`config.mk`:
```
export PLATFORM = sky130hd
export DESIGN_NAME = echo_ranging_median_filter
export DESIGN_NICKNAME = d
export VERILOG_FILES = /design/src/design/erm_pkg.sv /design/src/design/erm_ram.sv /design/src/design/erm_ranger.sv /design/src/design/erm_median.sv /design/src/design/echo_ranging_median_filter.sv
export VERILOG_INCLUDE_DIRS = /design/src /design/src/design
export SDC_FILE = /design/constraint.sdc
export NUM_CORES = 1
export LEC_CHECK = 0
export ABC_AREA = 1
export BUFFER_PORTS_ARGS = -buffer_cell sky130_fd_sc_hd__buf_2
export CAP_MARGIN = 20
export CORE_ASPECT_RATIO = 1.25
export CORE_MARGIN = 5
export CORE_UTILIZATION = 35
export CTS_BUF_LIST = sky130_fd_sc_hd__clkbuf_16
export DETAILED_ROUTE_END_ITERATION = 8
export REMOVE_ABC_BUFFERS = 1
export SETUP_SLACK_MARGIN = 0.5
export SYNTH_ARGS = -nofsm -noshare
export SYNTH_HDL_FRONTEND = slang
export SYNTH_SLANG_ARGS = --single-unit
```
`constraint.sdc`:
```
create_clock -name clk -period 5.6 [get_ports clk]
set_input_delay 0.84 -clock clk [delete_from_list [all_inputs] [get_ports clk]]
set_output_delay 0.84 -clock clk [all_outputs]
set_load 0.05 [all_outputs]
```
`src/design/echo_ranging_median_filter_defines.svh`:
```
// Assertion macros for the echo ranging median filter.
// Expects clk and arst_n in scope at the point of use; empty under SYNTHESIS.
`ifndef ECHO_RANGING_MEDIAN_FILTER_DEFINES_SVH
`define ECHO_RANGING_MEDIAN_FILTER_DEFINES_SVH

`ifndef SYNTHESIS
`define ERM_ASSERT_NOW(lbl, ante, cons) \
	lbl: assert property (@(posedge clk) disable iff (!arst_n) (ante) |-> (cons)) \
		else $error("assertion failed");
`define ERM_ASSERT_NEXT(lbl, ante, cons) \
	lbl: assert property (@(posedge clk) disable iff (!arst_n) (ante) |=> (cons)) \
		else $error("assertion failed");
`else
`define ERM_ASSERT_NOW(lbl, ante, cons)
`define ERM_ASSERT_NEXT(lbl, ante, cons)
`endif

`endif

```
`src/design/erm_pkg.sv`:
```
// Shared types and constants of the echo ranging median filter.
// No dependencies; imported by every module of the block but erm_ram.
`default_nettype none

package erm_pkg;

	localparam int US_W   = 15;
	localparam int DIST_W = 14;

	localparam int DEPTH_DEFAULT = 5;

	localparam logic [US_W-1:0] TRIG_LOW_TICKS  = 15'd4;
	localparam logic [US_W-1:0] TRIG_HIGH_TICKS = 15'd10;

	localparam logic [US_W-1:0] TIMEOUT_RESET   = 15'd20000;
	localparam logic [US_W-1:0] MIN_WIDTH_RESET = 15'd116;
	localparam logic [US_W-1:0] MAX_WIDTH_RESET = 15'd20300;

	// distance = (8 * width) / 29, by reciprocal: exact for every 18-bit numerator
	localparam int           CONV_NUM_W = US_W + 3;
	localparam int           RECIP_W    = 19;
	localparam int           RECIP_SH   = 23;
	localparam int           PROD_W     = CONV_NUM_W + RECIP_W;
	localparam logic [RECIP_W-1:0] DIST_RECIP = 19'd289263;

	localparam int ADDR_W = 4;
	localparam logic [1:0] REG_ECHO_TIMEOUT = 2'd0;
	localparam logic [1:0] REG_MIN_WIDTH    = 2'd1;
	localparam logic [1:0] REG_MAX_WIDTH    = 2'd2;

	typedef struct packed {
		logic start_req;
		logic echo;
	} tick_t;

	typedef struct packed {
		logic              trigger;
		logic              busy_res;
		logic              done_res;
		logic              accepted;
		logic [DIST_W-1:0] measured_distance;
		logic [DIST_W-1:0] filtered_distance;
		logic              filtered_valid;
	} result_t;

	typedef enum logic [2:0] {
		PH_IDLE,
		PH_TRIG_LOW,
		PH_TRIG_HIGH,
		PH_WAIT_RISE,
		PH_HIGH
	} phase_t;

	typedef enum logic [1:0] {
		SQ_READY,
		SQ_CONV,
		SQ_MED,
		SQ_EMIT
	} seq_state_t;

	typedef enum logic {
		MD_IDLE,
		MD_SCAN
	} med_state_t;

	// outcome of the current tick from the ranging state machine
	typedef struct packed {
		logic            trigger;
		logic            busy;
		logic            done;
		logic            measure;
		logic [US_W-1:0] width;
	} rng_out_t;

	typedef struct packed {
		logic              busy;
		logic              ok;
		logic [DIST_W-1:0] value;
	} med_status_t;

endpackage

`default_nettype wire

```
`src/design/erm_ram.sv`:
```
// Generic RAM: one write port, two read ports with registered read data.
// No dependencies.
`default_nettype none

module erm_ram #(
	parameter int WIDTH = 14,
	parameter int DEPTH = 5,
	parameter int AW    = (DEPTH > 1) ? $clog2(DEPTH) : 1
) (
	input  wire logic             clk,
	input  wire logic             we,
	input  wire logic [AW-1:0]    waddr,
	input  wire logic [WIDTH-1:0] wdata,
	input  wire logic [AW-1:0]    raddr_a,
	output logic      [WIDTH-1:0] rdata_a,
	input  wire logic [AW-1:0]    raddr_b,
	output logic      [WIDTH-1:0] rdata_b
);

	logic [WIDTH-1:0] mem_q [DEPTH];
	logic [WIDTH-1:0] rdata_a_q;
	logic [WIDTH-1:0] rdata_b_q;

	always_ff @(posedge clk) begin
		if (we) begin
			mem_q[waddr] <= wdata;
		end
		rdata_a_q <= mem_q[raddr_a];
		rdata_b_q <= mem_q[raddr_b];
	end

	assign rdata_a = rdata_a_q;
	assign rdata_b = rdata_b_q;

endmodule

`default_nettype wire

```
`src/design/erm_ranger.sv`:
```
// Trigger and echo timing state machine, one step per accepted tick.
// Depends on erm_pkg.
`default_nettype none

module erm_ranger (
	input  wire logic                       clk,
	input  wire logic                       arst_n,
	input  wire logic                       step,
	input  wire erm_pkg::tick_t             tick,
	input  wire logic [erm_pkg::US_W-1:0]   timeout,
	output erm_pkg::rng_out_t               rng
);

	import erm_pkg::*;

	phase_t          phase_q, phase_d;
	logic [US_W-1:0] elapsed_q, elapsed_d;
	logic [US_W-1:0] elapsed_inc;

	assign elapsed_inc = elapsed_q + US_W'(1);

	always_ff @(posedge clk or negedge arst_n) begin
		if (!arst_n) begin
			phase_q   <= PH_IDLE;
			elapsed_q <= '0;
		end else if (step) begin
			phase_q   <= phase_d;
			elapsed_q <= elapsed_d;
		end
	end

	always_comb begin
		phase_d     = phase_q;
		elapsed_d   = elapsed_q;
		rng.trigger = 1'b0;
		rng.busy    = 1'b0;
		rng.done    = 1'b0;
		rng.measure = 1'b0;
		rng.width   = elapsed_q;
		case (phase_q)
			PH_IDLE: begin
				if (tick.start_req) begin
					phase_d   = PH_TRIG_LOW;
					elapsed_d = US_W'(1);
					rng.busy  = 1'b1;
				end
			end
			PH_TRIG_LOW: begin
				rng.busy  = 1'b1;
				elapsed_d = elapsed_inc;
				if (elapsed_inc >= TRIG_LOW_TICKS) begin
					phase_d   = PH_TRIG_HIGH;
					elapsed_d = '0;
				end
			end
			PH_TRIG_HIGH: begin
				rng.trigger = 1'b1;
				rng.busy    = 1'b1;
				elapsed_d   = elapsed_inc;
				if (elapsed_inc >= TRIG_HIGH_TICKS) begin
					phase_d   = PH_WAIT_RISE;
					elapsed_d = '0;
				end
			end
			PH_WAIT_RISE: begin
				if (tick.echo) begin
					if (timeout == '0) begin
						rng.done = 1'b1;
					end else begin
						phase_d   = PH_HIGH;
						elapsed_d = US_W'(1);
						rng.busy  = 1'b1;
					end
				end else if (elapsed_q >= timeout) begin
					rng.done = 1'b1;
				end else begin
					elapsed_d = elapsed_inc;
					rng.busy  = 1'b1;
				end
			end
			PH_HIGH: begin
				if (!tick.echo) begin
					rng.done    = 1'b1;
					rng.measure = 1'b1;
				end else if (elapsed_q >= timeout) begin
					rng.done = 1'b1;
				end else begin
					elapsed_d = elapsed_inc;
					rng.busy  = 1'b1;
				end
			end
			default: begin
				phase_d   = PH_IDLE;
				elapsed_d = '0;
			end
		endcase
		// any finish returns to idle
		if (rng.done) begin
			phase_d   = PH_IDLE;
			elapsed_d = '0;
		end
	end

endmodule

`default_nettype wire

```
`src/design/erm_median.sv`:
```
// Sample ring; upper-median search on one shared compare pair.
// Depends on erm_pkg, erm_ram and the assertion macro header.
`default_nettype none
`include "echo_ranging_median_filter_defines.svh"

module erm_median #(
	parameter int DEPTH = erm_pkg::DEPTH_DEFAULT
) (
	input  wire logic                         clk,
	input  wire logic                         arst_n,
	input  wire logic                         start,
	input  wire logic [erm_pkg::DIST_W-1:0]   sample,
	output erm_pkg::med_status_t              status
);

	import erm_pkg::*;

	localparam int IDX_W = (DEPTH > 1) ? $clog2(DEPTH) : 1;
	localparam int CNT_W = $clog2(DEPTH + 1);

	med_state_t        state_q, state_d;
	logic [IDX_W-1:0]  slot_q;
	logic [CNT_W-1:0]  fill_q;
	logic [IDX_W-1:0]  i_q, j_q;
	logic              rd_vld_s1, rd_last_s1;
	logic [CNT_W-1:0]  lt_cnt_q, le_cnt_q;
	logic [DIST_W-1:0] median_q;
	logic              ok_q;

	logic [DIST_W-1:0] cand, other;
	logic [CNT_W-1:0]  lt_sum, le_sum, rank;
	logic              j_last, i_last, found;

	erm_ram #(
		.WIDTH (DIST_W),
		.DEPTH (DEPTH),
		.AW    (IDX_W)
	) u_store (
		.clk     (clk),
		.we      (start),
		.waddr   (slot_q),
		.wdata   (sample),
		.raddr_a (i_q),
		.rdata_a (cand),
		.raddr_b (j_q),
		.rdata_b (other)
	);

	assign rank   = fill_q >> 1;
	assign j_last = (CNT_W'(j_q) == fill_q - CNT_W'(1));
	assign i_last = (CNT_W'(i_q) == fill_q - CNT_W'(1));
	assign lt_sum = lt_cnt_q + CNT_W'(other < cand);
	assign le_sum = le_cnt_q + CNT_W'(other <= cand);
	// candidate covers sorted places lt_sum .. le_sum-1
	assign found  = (state_q == MD_SCAN) && rd_vld_s1 && rd_last_s1
		&& (lt_sum <= rank) && (rank < le_sum);

	always_comb begin
		state_d = state_q;
		case (state_q)
			MD_IDLE: begin
				if (start) begin
					state_d = MD_SCAN;
				end
			end
			MD_SCAN: begin
				if (found) begin
					state_d = MD_IDLE;
				end
			end
			default: begin
				state_d = MD_IDLE;
			end
		endcase
	end

	always_ff @(posedge clk or negedge arst_n) begin
		if (!arst_n) begin
			state_q    <= MD_IDLE;
			slot_q     <= '0;
			fill_q     <= '0;
			i_q        <= '0;
			j_q        <= '0;
			rd_vld_s1  <= 1'b0;
			rd_last_s1 <= 1'b0;
			lt_cnt_q   <= '0;
			le_cnt_q   <= '0;
			median_q   <= '0;
			ok_q       <= 1'b0;
		end else begin
			state_q <= state_d;
			if (state_q == MD_IDLE) begin
				rd_vld_s1 <= 1'b0;
				if (start) begin
					slot_q   <= (CNT_W'(slot_q) == CNT_W'(DEPTH - 1)) ? '0
						: slot_q + IDX_W'(1);
					if (fill_q != CNT_W'(DEPTH)) begin
						fill_q <= fill_q + CNT_W'(1);
					end
					i_q      <= '0;
					j_q      <= '0;
					lt_cnt_q <= '0;
					le_cnt_q <= '0;
				end
			end else begin
				// issue the next pair of reads
				rd_vld_s1  <= !found;
				rd_last_s1 <= j_last;
				if (j_last) begin
					j_q <= '0;
					if (!i_last) begin
						i_q <= i_q + IDX_W'(1);
					end
				end else begin
					j_q <= j_q + IDX_W'(1);
				end
				// count the pair read last cycle
				if (rd_vld_s1) begin
					if (rd_last_s1) begin
						lt_cnt_q <= '0;
						le_cnt_q <= '0;
					end else begin
						lt_cnt_q <= lt_sum;
						le_cnt_q <= le_sum;
					end
				end
				if (found) begin
					median_q <= cand;
					ok_q     <= 1'b1;
				end
			end
		end
	end

	assign status.busy  = (state_q == MD_SCAN);
	assign status.ok    = ok_q;
	assign status.value = median_q;

	`ERM_ASSERT_NOW(a_start_when_idle, start, state_q == MD_IDLE)
	`ERM_ASSERT_NOW(a_index_in_fill, state_q == MD_SCAN, CNT_W'(i_q) < fill_q)
	`ERM_ASSERT_NEXT(a_found_sets_ok, found, ok_q && state_q == MD_IDLE)

endmodule

`default_nettype wire

```
`src/design/echo_ranging_median_filter.sv`:
```
// Echo ranging front end; median of the last DEPTH accepted distances.
// Depends on erm_pkg, erm_ranger, erm_median and the assertion macro header.
//
// Use: present one beat on the tick channel per microsecond (start_req and
// the sampled echo level). Every accepted tick gives exactly one beat on the
// result channel: the trigger level to drive, busy, done, and on a done beat
// the accepted flag and the measured distance in 1/16 cm, together with the
// current median distance and its valid flag.
// Latency: an ordinary tick's result is registered at the accept edge and is
// offered the next cycle; such ticks can be taken every cycle while no
// waiting result is stalled. A tick that ends an echo high phase passes the
// conversion state (one multiply), then, if the width is in the window, the
// median state, which waits for a search over the n filled entries (up to
// DEPTH) on the shared comparator pair, and last the emit state. tick_stall
// is high while this runs. While result_stall is high and a result waits,
// that result holds and no further tick is taken. Reset returns the state
// machine to idle, empties the sample ring and restores the register
// defaults; no clearing pass is needed.
// Registers (APB, byte address 4*i): echo timeout, minimum and maximum width
// in microseconds; write them only while the block is idle.
`default_nettype none
`include "echo_ranging_median_filter_defines.svh"

module echo_ranging_median_filter #(
	parameter int DEPTH = erm_pkg::DEPTH_DEFAULT
) (
	input  wire logic                        clk,
	input  wire logic                        arst_n,
	input  wire logic                        tick_valid,
	output logic                             tick_stall,
	input  wire erm_pkg::tick_t              tick,
	output logic                             result_valid,
	input  wire logic                        result_stall,
	output erm_pkg::result_t                 result,
	input  wire logic                        psel,
	input  wire logic                        penable,
	input  wire logic                        pwrite,
	input  wire logic [erm_pkg::ADDR_W-1:0]  paddr,
	input  wire logic [31:0]                 pwdata,
	output logic [31:0]                      prdata,
	output logic                             pready
);

	import erm_pkg::*;

	logic [US_W-1:0] timeout_q, min_width_q, max_width_q;

	seq_state_t        seq_q, seq_d;
	logic [US_W-1:0]   width_q;
	logic              acc_q;
	logic [DIST_W-1:0] dist_q, dist_next;
	logic [PROD_W-1:0] prod;
	result_t           res_q, res_d;
	logic              out_valid_q;

	logic        res_free, res_load, tick_take, med_start, in_window;
	rng_out_t    rng;
	med_status_t med;

	// configuration port
	assign pready = 1'b1;

	always_ff @(posedge clk or negedge arst_n) begin
		if (!arst_n) begin
			timeout_q   <= TIMEOUT_RESET;
			min_width_q <= MIN_WIDTH_RESET;
			max_width_q <= MAX_WIDTH_RESET;
		end else if (psel && penable && pwrite) begin
			case (paddr[3:2])
				REG_ECHO_TIMEOUT: timeout_q   <= pwdata[US_W-1:0];
				REG_MIN_WIDTH:    min_width_q <= pwdata[US_W-1:0];
				REG_MAX_WIDTH:    max_width_q <= pwdata[US_W-1:0];
				default: begin
				end
			endcase
		end
	end

	always_comb begin
		case (paddr[3:2])
			REG_ECHO_TIMEOUT: prdata = 32'(timeout_q);
			REG_MIN_WIDTH:    prdata = 32'(min_width_q);
			REG_MAX_WIDTH:    prdata = 32'(max_width_q);
			default:          prdata = '0;
		endcase
	end

	// tick handshake
	assign res_free   = !out_valid_q || !result_stall;
	assign tick_stall = !((seq_q == SQ_READY) && res_free);
	assign tick_take  = tick_valid && !tick_stall;

	erm_ranger u_ranger (
		.clk     (clk),
		.arst_n  (arst_n),
		.step    (tick_take),
		.tick    (tick),
		.timeout (timeout_q),
		.rng     (rng)
	);

	assign in_window = (rng.width >= min_width_q) && (rng.width <= max_width_q);

	// width in us to 1/16 cm: (8 * width) / 29 by reciprocal multiply
	assign prod      = PROD_W'({width_q, 3'b000}) * PROD_W'(DIST_RECIP);
	assign dist_next = prod[RECIP_SH +: DIST_W];

	erm_median #(
		.DEPTH (DEPTH)
	) u_median (
		.clk    (clk),
		.arst_n (arst_n),
		.start  (med_start),
		.sample (dist_next),
		.status (med)
	);

	always_comb begin
		seq_d     = seq_q;
		res_load  = 1'b0;
		med_start = 1'b0;
		res_d     = '0;
		res_d.filtered_distance = med.value;
		res_d.filtered_valid    = med.ok;
		case (seq_q)
			SQ_READY: begin
				if (tick_take) begin
					if (rng.measure) begin
						seq_d = SQ_CONV;
					end else begin
						res_load       = 1'b1;
						res_d.trigger  = rng.trigger;
						res_d.busy_res = rng.busy;
						res_d.done_res = rng.done;
					end
				end
			end
			SQ_CONV: begin
				med_start = acc_q;
				seq_d     = acc_q ? SQ_MED : SQ_EMIT;
			end
			SQ_MED: begin
				if (!med.busy) begin
					seq_d = SQ_EMIT;
				end
			end
			SQ_EMIT: begin
				if (res_free) begin
					res_load                = 1'b1;
					res_d.done_res          = 1'b1;
					res_d.accepted          = acc_q;
					res_d.measured_distance = dist_q;
					seq_d                   = SQ_READY;
				end
			end
			default: begin
				seq_d = SQ_READY;
			end
		endcase
	end

	always_ff @(posedge clk or negedge arst_n) begin
		if (!arst_n) begin
			seq_q       <= SQ_READY;
			out_valid_q <= 1'b0;
			acc_q       <= 1'b0;
		end else begin
			seq_q <= seq_d;
			if (res_load) begin
				out_valid_q <= 1'b1;
			end else if (!result_stall) begin
				out_valid_q <= 1'b0;
			end
			if (tick_take && rng.measure) begin
				acc_q <= in_window;
			end
		end
	end

	always_ff @(posedge clk) begin
		if (tick_take && rng.measure) begin
			width_q <= rng.width;
		end
		if (seq_q == SQ_CONV) begin
			dist_q <= dist_next;
		end
		if (res_load) begin
			res_q <= res_d;
		end
	end

	assign result_valid = out_valid_q;
	assign result       = res_q;

	`ERM_ASSERT_NOW(a_median_only_in_med, med.busy, seq_q == SQ_MED)
	`ERM_ASSERT_NEXT(a_conv_single_cycle, seq_q == SQ_CONV, seq_q != SQ_CONV)
	`ERM_ASSERT_NEXT(a_emit_gives_done, seq_q == SQ_EMIT && res_free, out_valid_q && res_q.done_res)

endmodule

`default_nettype wire

```
# Word-level counts from Yosys, hierarchy flattened

Memory sizes are Yosys's and may differ from the RTL's. A register that Yosys moved wholly into a read port is not among the register bits.
Index checks and enable logic that the tools add are counted.
W data, S select, Z words.

Register bits: 165
Memory bits (writable): 70
Output and inout port bits: 68
Word-level logic and storage cells: 178
Memories: 1

$add $sub $neg: 8
Multiply operators: 1
Magnitude comparators: 9
Eq/ne operators: 29
Multiplexer cells: 65
Bitwise operators: 3
Reduce and logical (&&, ||, !) cells: 34

Memories:

| name                   | depth | width | read ports | clocked after memory_dff | write ports | line          | source |
|---|---|---|---|---|---|---|---|
| u_median.u_store.mem_q | 5     | 14    | 2          | 2                        | 1           | erm_ram.sv:20 | `logic [WIDTH-1:0] mem_q [DEPTH];` |

Operators with widths:

| kind                     | count |
|---|---|
| $mux W15                 | 8 |
| $pmux W15 S5             | 1 |
| $mux W3                  | 19 |
| $pmux W15 S3             | 1 |
| $mul A15 B19 Y34 const B | 1 |
| $ge A15 B15 Y1           | 2 |
| $mux W1                  | 23 |
| $mux W16                 | 1 |
| $ne A2 B2 Y1 const B     | 8 |
| $add A15 B1 Y15 const B  | 1 |
| $ge A15 B3 Y1 const B    | 1 |
| $ge A15 B4 Y1 const B    | 1 |
| $le A15 B15 Y1           | 1 |
| $logic_not A15 Y1        | 1 |
| $ne A3 B3 Y1 const B     | 5 |
| $pmux W3 S5              | 1 |
| $le A14 B14 Y1           | 1 |
| $lt A14 B14 Y1           | 1 |
| $reduce_and A2 Y1        | 7 |
| $add A3 B1 Y3 const B    | 4 |
| $logic_and A1 B1 Y1      | 10 |
| $mux W2                  | 5 |
| $pmux W1 S2              | 4 |
| $pmux W2 S4              | 1 |
| other kinds (25)         | 41 |

# Logic depth before layout (Yosys ltp)

Gate-level depths: netlist (run 1).

Word-level depth: 7
Depth in mapped cells: 24

# Modules after synthesis

From an unflattened synthesis (run 1), not the netlist that was laid out.

Cells, all modules: 2357
Area total of the unflattened synthesis: 19563.8 µm²

Modules (own cells, without submodules):

| module                     | instances | cells an instance | area an instance (µm²) | seq. area each (µm²) |
|---|---|---|---|---|
| echo_ranging_median_filter | 1         | 1276              | 10948.0                | 3109.2 |
| erm_ram                    | 1         | 469               | 4261.6                 | 2662.6 |
| erm_median                 | 1         | 267               | 2252.2                 | 900.9 |
| erm_ranger                 | 1         | 345               | 2102.0                 | 450.4 |

# Least setup slack after synthesis (run 1)

OpenSTA, ideal clock, no wires.

Kind: flip-flop to flip-flop
Start: register width_q[3]
End: register dist_q[0] (data pin)
Arrival time: 4988 ps
Data required time: 5321 ps
Setup slack: 333 ps
Stages on the path, launching flop included: 23
Period minus slack after synthesis: 5267 ps
Cell sequence: edfxtp_1 -> fa_1 -> inv_1 -> fa_1 -> inv_1 -> fa_1 -> inv_1 -> fa_1 -> inv_1 -> fa_1 -> inv_1 -> fa_1 -> inv_1 -> ha_1 -> nand2_1 -> inv_1 -> a21o_1 -> nand2_1 -> nand3_1 -> a21o_1 -> nand2_1 -> nand2_1 -> xor2_1

Word-level cells in the longest chain between the ends: 1

RTL lines:

| what                   | line                              | source |
|---|---|---|
| from (decl)            | echo_ranging_median_filter.sv:49  | `logic [US_W-1:0] width_q;` |
| from (signal assigned) | echo_ranging_median_filter.sv:182 | `width_q <= rng.width;` |
| $mul A15 B19 Y34       | echo_ranging_median_filter.sv:105 | `assign prod = PROD_W'({width_q, 3'b000}) * PROD_W'(DIST_RECIP);` |
| via prod[23]           | echo_ranging_median_filter.sv:52  | `logic [PROD_W-1:0] prod;` |
| to (signal assigned)   | echo_ranging_median_filter.sv:185 | `dist_q <= dist_next;` |
| to (decl)              | echo_ranging_median_filter.sv:51  | `logic [DIST_W-1:0] dist_q, dist_next;` |

The timed path passes the listed nets, and every way through them passes these cells.
A chain may end at the register's enable or synchronous reset.

# Final worst setup path (run 1)

Start: register width_q[13]
End: memory u_median.u_store.mem_q[3][13] (data pin)

Word-level cells in the longest chain between the ends: 1

RTL lines:

| what             | line |
|---|---|
| $mul A15 B19 Y34 | echo_ranging_median_filter.sv:105 |
| via prod[36]     | echo_ranging_median_filter.sv:52 |
| to (decl)        | erm_ram.sv:20 |

The timed path passes the listed nets, and every way through them passes these cells.

==> results of run 1 <==
[registers in the layout, summed over array words and instances, names as in the netlist, 15 cells and up]
| signal | cells |
|---|---|
| u_median.u_store.mem_q | 70 |
| result | 33 |
| min_width_q | 15 |
| max_width_q | 15 |
| width_q | 15 |
| u_ranger.elapsed_q | 15 |
| timeout_q | 15 |
[worst max path at each step]
| stage | end | from | cells past startpoint |
|---|---|---|---|
| floorplan | dist_q[0]$_DFFE_PN_ | width_q[3]$_DFFE_PP_ | 22 |
| global placement | u_median.u_store.mem_q[3][1]$_DFFE_PP_ | width_q[12]$_DFFE_PP_ | 19 |
| detailed placement | u_median.u_store.mem_q[2][1]$_DFFE_PP_ | width_q[12]$_DFFE_PP_ | 19 |
| CTS | u_median.u_store.mem_q[3][13]$_DFFE_PP_ | width_q[12]$_DFFE_PP_ | 18 |
| global route | u_median.u_store.mem_q[3][13]$_DFFE_PP_ | width_q[3]$_DFFE_PP_ | 22 |
| finish | u_median.u_store.mem_q[3][13]$_DFFE_PP_ | width_q[13]$_DFFE_PP_ | 23 |
[what timing repair did]
item                       CTS  global route
resized for setup           83            77
buffers inserted            12             4
setup endpoints to repair   84            84
pin swaps                   40            45
[critical path: stages, from the launching register on]
cell	delay, ns
edfxtp_1	0.43
fa_2	0.67
nor2_4	0.05
nor2_4	0.14
ha_4	0.14
nor2_2	0.04
fa_1	0.53
inv_2	0.05
fa_1	0.49
fa_1	0.57
inv_2	0.05
fa_1	0.51
inv_2	0.05
ha_4	0.23
nand2_2	0.07
nand2_2	0.07
o21bai_4	0.18
a21oi_2	0.11
o21ai_1	0.07
buf_4	0.14
buf_6	0.11
nand3_2	0.05
nand2_2	0.08
xor2_4	0.17
[per-layer routing]
metal  GRT usage (%)  wire length (µm)
met4            5.92              1790
met5               0                11
met2            29.8             24000
met1            16.6             17000
met3            2.08              1540
[stage by stage]
stage	hold slack [ns]	utilization (%)	std cells
finish	0.383	41.9	2814
CTS	0.394	41.1	2807
global route	0.458	41.9	2814
detailed placement	0.438	38.1	2739
floorplan	0.417	-	1952
global placement	0.433	38.1	2738
[cell families after synthesis]
group / after synthesis
AOI/OAI and AO/OA: 360
xor gates and xnor gates: 21
adders and majority gates: 306
buffers and inverters: 434
DFF: 263
other: 2
and+or+nand+nor: 612
[cell usage in the layout, fill, tap and decap left out, drive strengths merged, types with 2 or more instances in the layout]
| master | n |
|---|---|
| o21ai | 148 |
| nand3 | 64 |
| edfxtp | 132 |
| dfrtp | 86 |
| bufinv | 6 |
| clkinv | 14 |
| nor3b | 2 |
| o21bai | 3 |
| o221ai | 15 |
| ha | 211 |
| clkbuf | 31 |
| or2 | 8 |
| o21a | 7 |
| buf | 141 |
| a31oi | 31 |
| a21oi | 109 |
| xor2 | 17 |
| fa | 95 |
| dfstp | 17 |
| xnor2 | 4 |
| conb | 18 |
| o211ai | 29 |
| a21o | 9 |
| o22ai | 2 |
| nand4 | 19 |
| inv | 376 |
| nor2 | 125 |
| dfxtp | 28 |
| nor3 | 14 |
| nor4 | 4 |
| nand2 | 373 |
[where the power goes]
group          total, W  leakage [nW]  internal, W  switching (W)
Clock           0.00206         0.520      0.00124       0.000823
Sequential      0.00284          2.77      0.00261       0.000232
Combinational   0.00471          6.81      0.00173        0.00298
[area by class of cell]
type	instances	area (µm²)	share of cell area, %
inverter	372	1410	6.53
timing repair buffer	141	976	4.52
sequential	263	7120	33.0
clock inverter	25	277	1.28
clock buffer	31	776	3.60
multi-input combinational	1317	10200	47.2
tap	665	832	3.86
==> summary.md, run 1 <==
| Metric | Value |
|---|---|
| Status | `finished clean` |
| GRT Util Overall | `between 15 and 20%` |
| Avg WL per Cell | `between 15 and 20 µm` |
| Vias | `13,700` |
| Most frequent cell after synthesis | `inv_1` |
| Max-slew violations | `0` |
| CTS sink cnt | `263` |
| Max VDD drop | `roughly 290 µV` |
| Static Leak | `10.1 nW` |
| Port Buf Inserts | `75` |
| Maximum root-to-sink buffer count | `3` |
| F_max | `between 150 and 200 MHz` |
| Routed wire length | `between 40,000 and 50,000 µm` |
| DP HPWL | `34,700 µm` |
| Initial antenna violation count | `1` |
| Worst reg2reg startpoint | `width_q[13]$_DFFE_PP_` |
| Residual DRC | `0` |
| Biggest area consumer among synthesized cells | `edfxtp_1` |
| H-tree Lvls | `1` |
| Post-synthesis register bit count | `about 260` |
| Vias in the first global route | `between 10,000 and 15,000` |
| Period minus WS final | `5.31 ns` |
| CTS tree | `built` |
| Final-report setup violation count | `0` |
| Critical path type | `reg2reg` |
| Final worst-path cycle share | `a little over nine tenths` |
| Chip width | `roughly 210 µm` |
| Post-synth top area share | `between 20% and 30%` |
| Element type at the critical path start | `flip-flop` |
| Dpl cell area | `19,600 µm²` |
| Fillers | `4,997` |
| Routed Antenna Nets | `0` |
| Worst clock skew | `0.0330 ns` |
| Final Hold Violating Endpoints | `0` |
| Post-synthesis adder-cell area fraction | `around 25%` |
| CORE AREA | `51,500 µm²` |
| Synth Flop Type | `edfxtp_1` |
| Worst hold path type | `in2async` |
| Critical R2R Capture | `u_median.u_store.mem_q[3][13]$_DFFE_PP_` |
| Worst EP required | `about 5.9 ns` |
| Final worst slack | `~0.3 ns` |
| CTS Hold Bufs | `0` |
| Total grt overflow | `0` |
| Setup TNS | `0 ns` |
| Worst Tran Pin Value | `a little over 1 ns` |
| Top cells by count, synth | `inv_1 (367), nand2_1 (361), ha_1 (211), o21ai_0 (140), edfxtp_1 (132)` |
| Initial core utilization | `35.4%` |
| Total CTS buffers | `30` |
| Root buffer cell | `clkbuf_16` |
| Yosys cell types | `between 50 and 60` |
| Pwr Total | `0.00961 W` |
| Mux share of post-synthesis cell area | `0%` |
| Die height | `about 270 µm` |
| Largest net degree at the start of global routing | `65` |
| Largest family of logic cells by synthesized area | `adder cells` |
| R2R depth | `23` |
| Post-route cell area | `21,600 µm²` |
| Max-slew headroom | `31.3%` |
| Global-route wire length before repair | `71,900 µm` |
| Iter 0 DRT Violations | `around 710` |
| Die area | `56,800 µm²` |
| Worst-path maximum fanout | `6` |
| Mean Syn Cell Area | `9.13 µm²` |
| Reg clk slew, reported paths | `0.06 ns` |
| Setup crit end kind | `flip-flop` |
| First-pass DRT Iterations | `5` |
| Worst EP arrival | `5.60 ns` |
| Max-cap violations | `0` |
| P per Cell Area | `446 nW/µm²` |
| Antenna cells | `0` |
| RSZ-0062 raised after global routing | `yes` |
| FP Rows | `93` |
| Nets | `2,476` |
| Slack of the worst reg-to-reg path | `between 0.2 and 0.3 ns` |
| Synthesis Warnings | `0` |
| FFs w/ async S/R, synth | `around 39%` |
| Top cells by area, synth | `edfxtp_1 (22%), ha_1 (14%), dfrtp_1 (12%)` |
| Dpl ws | `-0.0867 ns` |
| Post-synthesis instance total | `about 2,000` |
| Share of post-route cells with drive strength above 1 | `17.0%` |
| Num ports | `113` |
| Sequential cell area fraction in the yosys report | `39.0%` |
| Simple-gate share of the synthesized area | `between 10% and 20%` |
| Synth-to-layout area growth | `18.3%` |
| Clk Latency, worst-skew pair | `approximately 0.59 ns` |
| Synth Area in XOR/XNOR | `1.01%` |
| Compound-Gate Fraction of Synth Area | `11.3%` |
| RD Place Congestion | `0.871` |
| Number of synthesized flops with an enable pin | `132` |
| Post-DR vias/cell | `4.87` |
| Mapped Area | `18,200 µm²` |
Note: power is estimated with default switching activity, not from simulation.
==> run 2, diff against run 1 <==
--- a/config.mk
+++ b/config.mk
@@ -6,7 +6,7 @@
 export SDC_FILE = /design/constraint.sdc
 export NUM_CORES = 1
 export LEC_CHECK = 0
-export ABC_AREA = 1
+export ABC_AREA = 0
 export BUFFER_PORTS_ARGS = -buffer_cell sky130_fd_sc_hd__buf_2
 export CAP_MARGIN = 20
 export CORE_ASPECT_RATIO = 1.25
@@ -14,6 +14,7 @@
 export CORE_UTILIZATION = 35
 export CTS_BUF_LIST = sky130_fd_sc_hd__clkbuf_16
 export DETAILED_ROUTE_END_ITERATION = 8
+export RECOVER_POWER = 100
 export REMOVE_ABC_BUFFERS = 1
 export SETUP_SLACK_MARGIN = 0.5
 export SYNTH_ARGS = -nofsm -noshare
==> run 2 against run 1 <==
Clock skew shrank 0.015 ns; total power fell by 37%; largest cell class unchanged; sequential cell count unchanged; count of clock-buffer cells in the layout decreased by 2; cell count fell by 16%; die area down 4.5%; largest power group is now sequential cells; clock power decreased by 15%; synthesized cell count shrank 24%; via count shrank 15%; the run now ends with capacitance limit, slew limit, setup timing left; critical path depth decreased by 1; routed wire length decreased by 11%; highest routed layer is now met4; synthesized area fell by 4.7%.
==> summary.md, run 2 <==
| Metric | Value |
|---|---|
| P per Cell Area | `300 nW/µm² (-33%)` |
| Antenna cells | `0 (unchanged)` |
| Post-synthesis instance total | `1,525 (-24%)` |
| Top cells by count, synth | `inv_1 (241), ha_1 (211), edfxtp_1 (132), nand2_1 (120), o21ai_0 (104)` |
| Total grt overflow | `0 (unchanged)` |
| Mapped Area | `17,400 µm² (-4.7%)` |
| Simple-gate share of the synthesized area | `8.04% (-6.3 points)` |
| Mean Syn Cell Area | `11.4 µm² (+25%)` |
| CTS Hold Bufs | `0 (unchanged)` |
| Routed wire length | `39,300 µm (-11%)` |
| Synth Area in XOR/XNOR | `1.41% (+0.40 points)` |
| Sequential power share | `42.1% (+13 points)` |
| Critical path type | `reg2reg` |
| FP Rows | `91 (-2.2%)` |
| Die height | `259 µm (-2.3%)` |
| Max-cap violations | `3 (+3)` |
| Nets | `2,043 (-17%)` |
| Max-slew violations | `132 (+132)` |
| Post-synth top area share | `22.8% (+1.1 points)` |
| Top cells by area, synth | `edfxtp_1 (23%), ha_1 (15%), dfrtp_1 (12%)` |
| Initial core utilization | `35.3% (-0.12 points)` |
| Num ports | `113 (unchanged)` |
| Post-DR vias/cell | `4.89 (+0.57%)` |
| DP HPWL | `30,000 µm (-14%)` |
| Reg clk slew, reported paths | `0.06 ns (about the same)` |
| Total CTS buffers | `29 (-3.3%)` |
| Avg WL per Cell | `16.6 µm (+5.4%)` |
| H-tree Lvls | `1 (unchanged)` |
| Comb power frac | `28.9% (-20 points)` |
| Worst-path maximum fanout | `6 (unchanged)` |
| Root buffer cell | `clkbuf_16` |
| Yosys cell types | `71 (+31%)` |
| CTS tree | `built` |
| Clk Latency, worst-skew pair | `0.58 ns (about the same)` |
| Routed Antenna Nets | `0 (unchanged)` |
| Worst hold path type | `reg2reg` |
| Setup TNS | `-16.14 ns (-16.14 ns)` |
| First-pass DRT Iterations | `5 (unchanged)` |
| Die area | `54,300 µm² (-4.5%)` |
| Highest-count cells in the layout ignoring fill and taps | `inv_1 (247), ha_1 (206), edfxtp_1 (132)` |
| Vias | `11,600 (-15%)` |
| CTS sink cnt | `263 (unchanged)` |
| Worst hold path depth | `0` |
| Largest Register | `u_median.u_store.mem_q` |
| CORE AREA | `49,300 µm² (-4.4%)` |
| Post-route cell area | `20,300 µm² (-6.1%)` |
| Share of post-route cells with drive strength above 1 | `17.9% (+0.92 points)` |
| Most frequent cell after synthesis | `inv_1` |
| Vias in the first global route | `12,400 (-13%)` |
| Pwr Total | `0.00608 W (-37%)` |
| Element type at the critical path start | `flip-flop` |
| Cell Count, Final, Fillers Out | `2,366 (-16%)` |
| Dpl cell area | `19,100 µm² (-2.8%)` |
| Final worst-path cycle share | `107% (+12 points)` |
| Worst Tran Pin Value | `4.02 ns (+2.99 ns)` |
| Initial antenna violation count | `0 (-1)` |
| Final worst slack | `-0.385 ns (-0.678 ns)` |
| Dpl cells | `2,298 (-16%)` |
| Final Hold Violating Endpoints | `0 (unchanged)` |
| FFs w/ async S/R, synth | `39.2% (unchanged)` |
| Port Buf Inserts | `75 (unchanged)` |
| Maximum root-to-sink buffer count | `3 (unchanged)` |
| Synth Flop Type | `edfxtp_1` |
| Mux share of post-synthesis cell area | `7.58% (+7.6 points)` |
| Iter 0 DRT Violations | `516 (-28%)` |
| Final-report setup violation count | `72 (+72)` |
| Largest net degree at the start of global routing | `69 (+6.2%)` |
| RSZ-0062 raised after global routing | `yes` |
| Worst EP required | `5.92 ns (+0.03 ns)` |
| Worst EP arrival | `6.30 ns (+0.70 ns)` |
| Clk pwr share | `29.0% (+7.6 points)` |
| Post-synthesis register bit count | `263 (unchanged)` |
| Number of synthesized flops with an enable pin | `132 (unchanged)` |
| Commonest non-fill, non-tap cell in the layout | `inv_1` |
| Compound-Gate Fraction of Synth Area | `8.93% (-2.4 points)` |
| Sequential cell area fraction in the yosys report | `41.0% (+1.9 points)` |
| Period minus WS final | `5.98 ns (+0.678 ns)` |
| Net switching power | `0.00216 W (-46%)` |
| Chip width | `209 µm (-2.3%)` |
| GRT Util Overall | `14.5% (-0.72 points)` |
| Largest family of logic cells by synthesized area | `adder cells` |
| Biggest area consumer among synthesized cells | `edfxtp_1` |
| Synth-to-layout area growth | `16.5%` |
| Status | `finished with violations` |
| Static Leak | `9.10 nW (-9.9%)` |
| R2R depth | `22 (-4.3%)` |
| Max-slew headroom | `-168% (-200 points)` |
| Failing checks | `capacitance limit, slew limit, setup timing` |
| F_max | `167 MHz (-11%)` |
| Setup crit end kind | `flip-flop` |
| Max VDD drop | `323 µV (+13%)` |
| Worst clock skew | `0.0182 ns (-0.0147 ns)` |
| Largest register FFs | `70 (unchanged)` |
| Residual DRC | `0 (unchanged)` |
| Synthesis Warnings | `0 (unchanged)` |
| Int Pwr | `0.00392 W (-30%)` |
| Post-synthesis adder-cell area fraction | `26.1% (+1.2 points)` |
| Sw Share | `35.5% (-6.4 points)` |
| RD Place Congestion | `0.863 (-0.93%)` |
| Global-route wire length before repair | `64,600 µm (-10%)` |
run 2: changes by cell type after synthesis, moves of 11 or more:
cell / delta
a21oi_1: -57
mux2i_1: +18
and3_1: +21
o21ai_0: -36
mux2_2: +45
mux4_2: +28
o221ai_1: -12
nand2_1: -241
a31oi_1: -25
nor2_1: -82
o211ai_1: -27
nand2b_1: +11
inv_1: -126
nand3_1: -37
run 2: what timing repair did:
item | CTS | global route
pin swaps | 30 | 27
buffers inserted | 4 | 10
gates resized for setup | 51 | 26
endpoints found under the setup margin | 84 | 84
endpoints found under the hold margin | 0 | 0
run 2: critical path, stage by stage, from the launching register on:
cell and delay (ns):
edfxtp_1 0.43, fa_2 0.64, inv_1 0.07, fa_1 0.43, inv_1 0.10, fa_2 0.46, fa_2 0.40, fa_1 0.51
inv_1 0.06, fa_1 0.53, inv_1 0.06, ha_4 0.26, nand4_1 0.10, a211oi_2 0.30, o311ai_4 0.16, a21oi_2 0.23
a221oi_2 0.08, buf_4 0.16, o31ai_4 0.23, buf_6 0.15, a211o_1 0.11, nand4_1 0.09, buf_6 0.15
run 2: power groups by stage:
stage               Clock (W)  Sequential, W  Combinational [W]
CTS                   0.00182        0.00255            0.00182
detailed placement          0        0.00259            0.00176
floorplan                   0        0.00289           0.000905
global placement            0        0.00259            0.00172
finish                0.00176        0.00256            0.00176
global route          0.00190        0.00259            0.00193
run 2: worst paths after layout:
path / slack (ns) / endpoint / start
setup reg to reg: -0.38 / u_median.u_store.mem_q[0][13]$_DFFE_PP_ / width_q[12]$_DFFE_PP_
min in group asynchronous: 1.67 / u_median.lt_cnt_q[1]$_DFFE_PN0P_ / arst_n
max in group asynchronous: 1.31 / min_width_q[13]$_DFFE_PN0P_ / arst_n
hold / removal: 0.44 / result[5]$_DFFE_PP_ / u_median.median_q[4]$_DFFE_PN0P_
setup / recovery: -0.38 / u_median.u_store.mem_q[0][13]$_DFFE_PP_ / width_q[12]$_DFFE_PP_
hold reg to reg: 0.44 / result[5]$_DFFE_PP_ / u_median.median_q[4]$_DFFE_PN0P_
run 2: through the flow:
step                hold slack, ns  setup slack [ns]  utilization (%)
floorplan                    0.416            -0.736                -
global placement             0.429            -0.810             38.6
detailed placement           0.431            -0.854             38.7
CTS                          0.424            -0.327             41.2
global route                 0.450            -0.710             41.1
finish                       0.444            -0.385             41.1
run 2: cells by family (layout without fill, tap and decap cells):
family | Yosys count | after routing
compound gates | 247 | 247
xor+xnor | 28 | 28
fa+ha+maj | 306 | 306
buf+inv | 299 | 473
flops | 263 | 263
mux | 91 | 91
other cells | 2 | 18
simple gates | 289 | 289
run 2: metal layers:
metal	up-vias	wire length (µm)	track usage, %	part of all wire (%)
li1	5603	-	-	-
met2	206	20600	27.1	52
met4	0	1380	4.88	3.5
met1	5690	16100	17.2	41
met5	-	0	0	0
met3	80	1250	1.86	3.2
run 2: area by class of cell:
class,instances,area (µm²)
multi-input combinational,979,9470
inverter,241,905
timing repair buffer,178,1070
clock buffer,29,726
sequential,263,7120
fill,4691,29000
tap,651,815
clock inverter,25,160
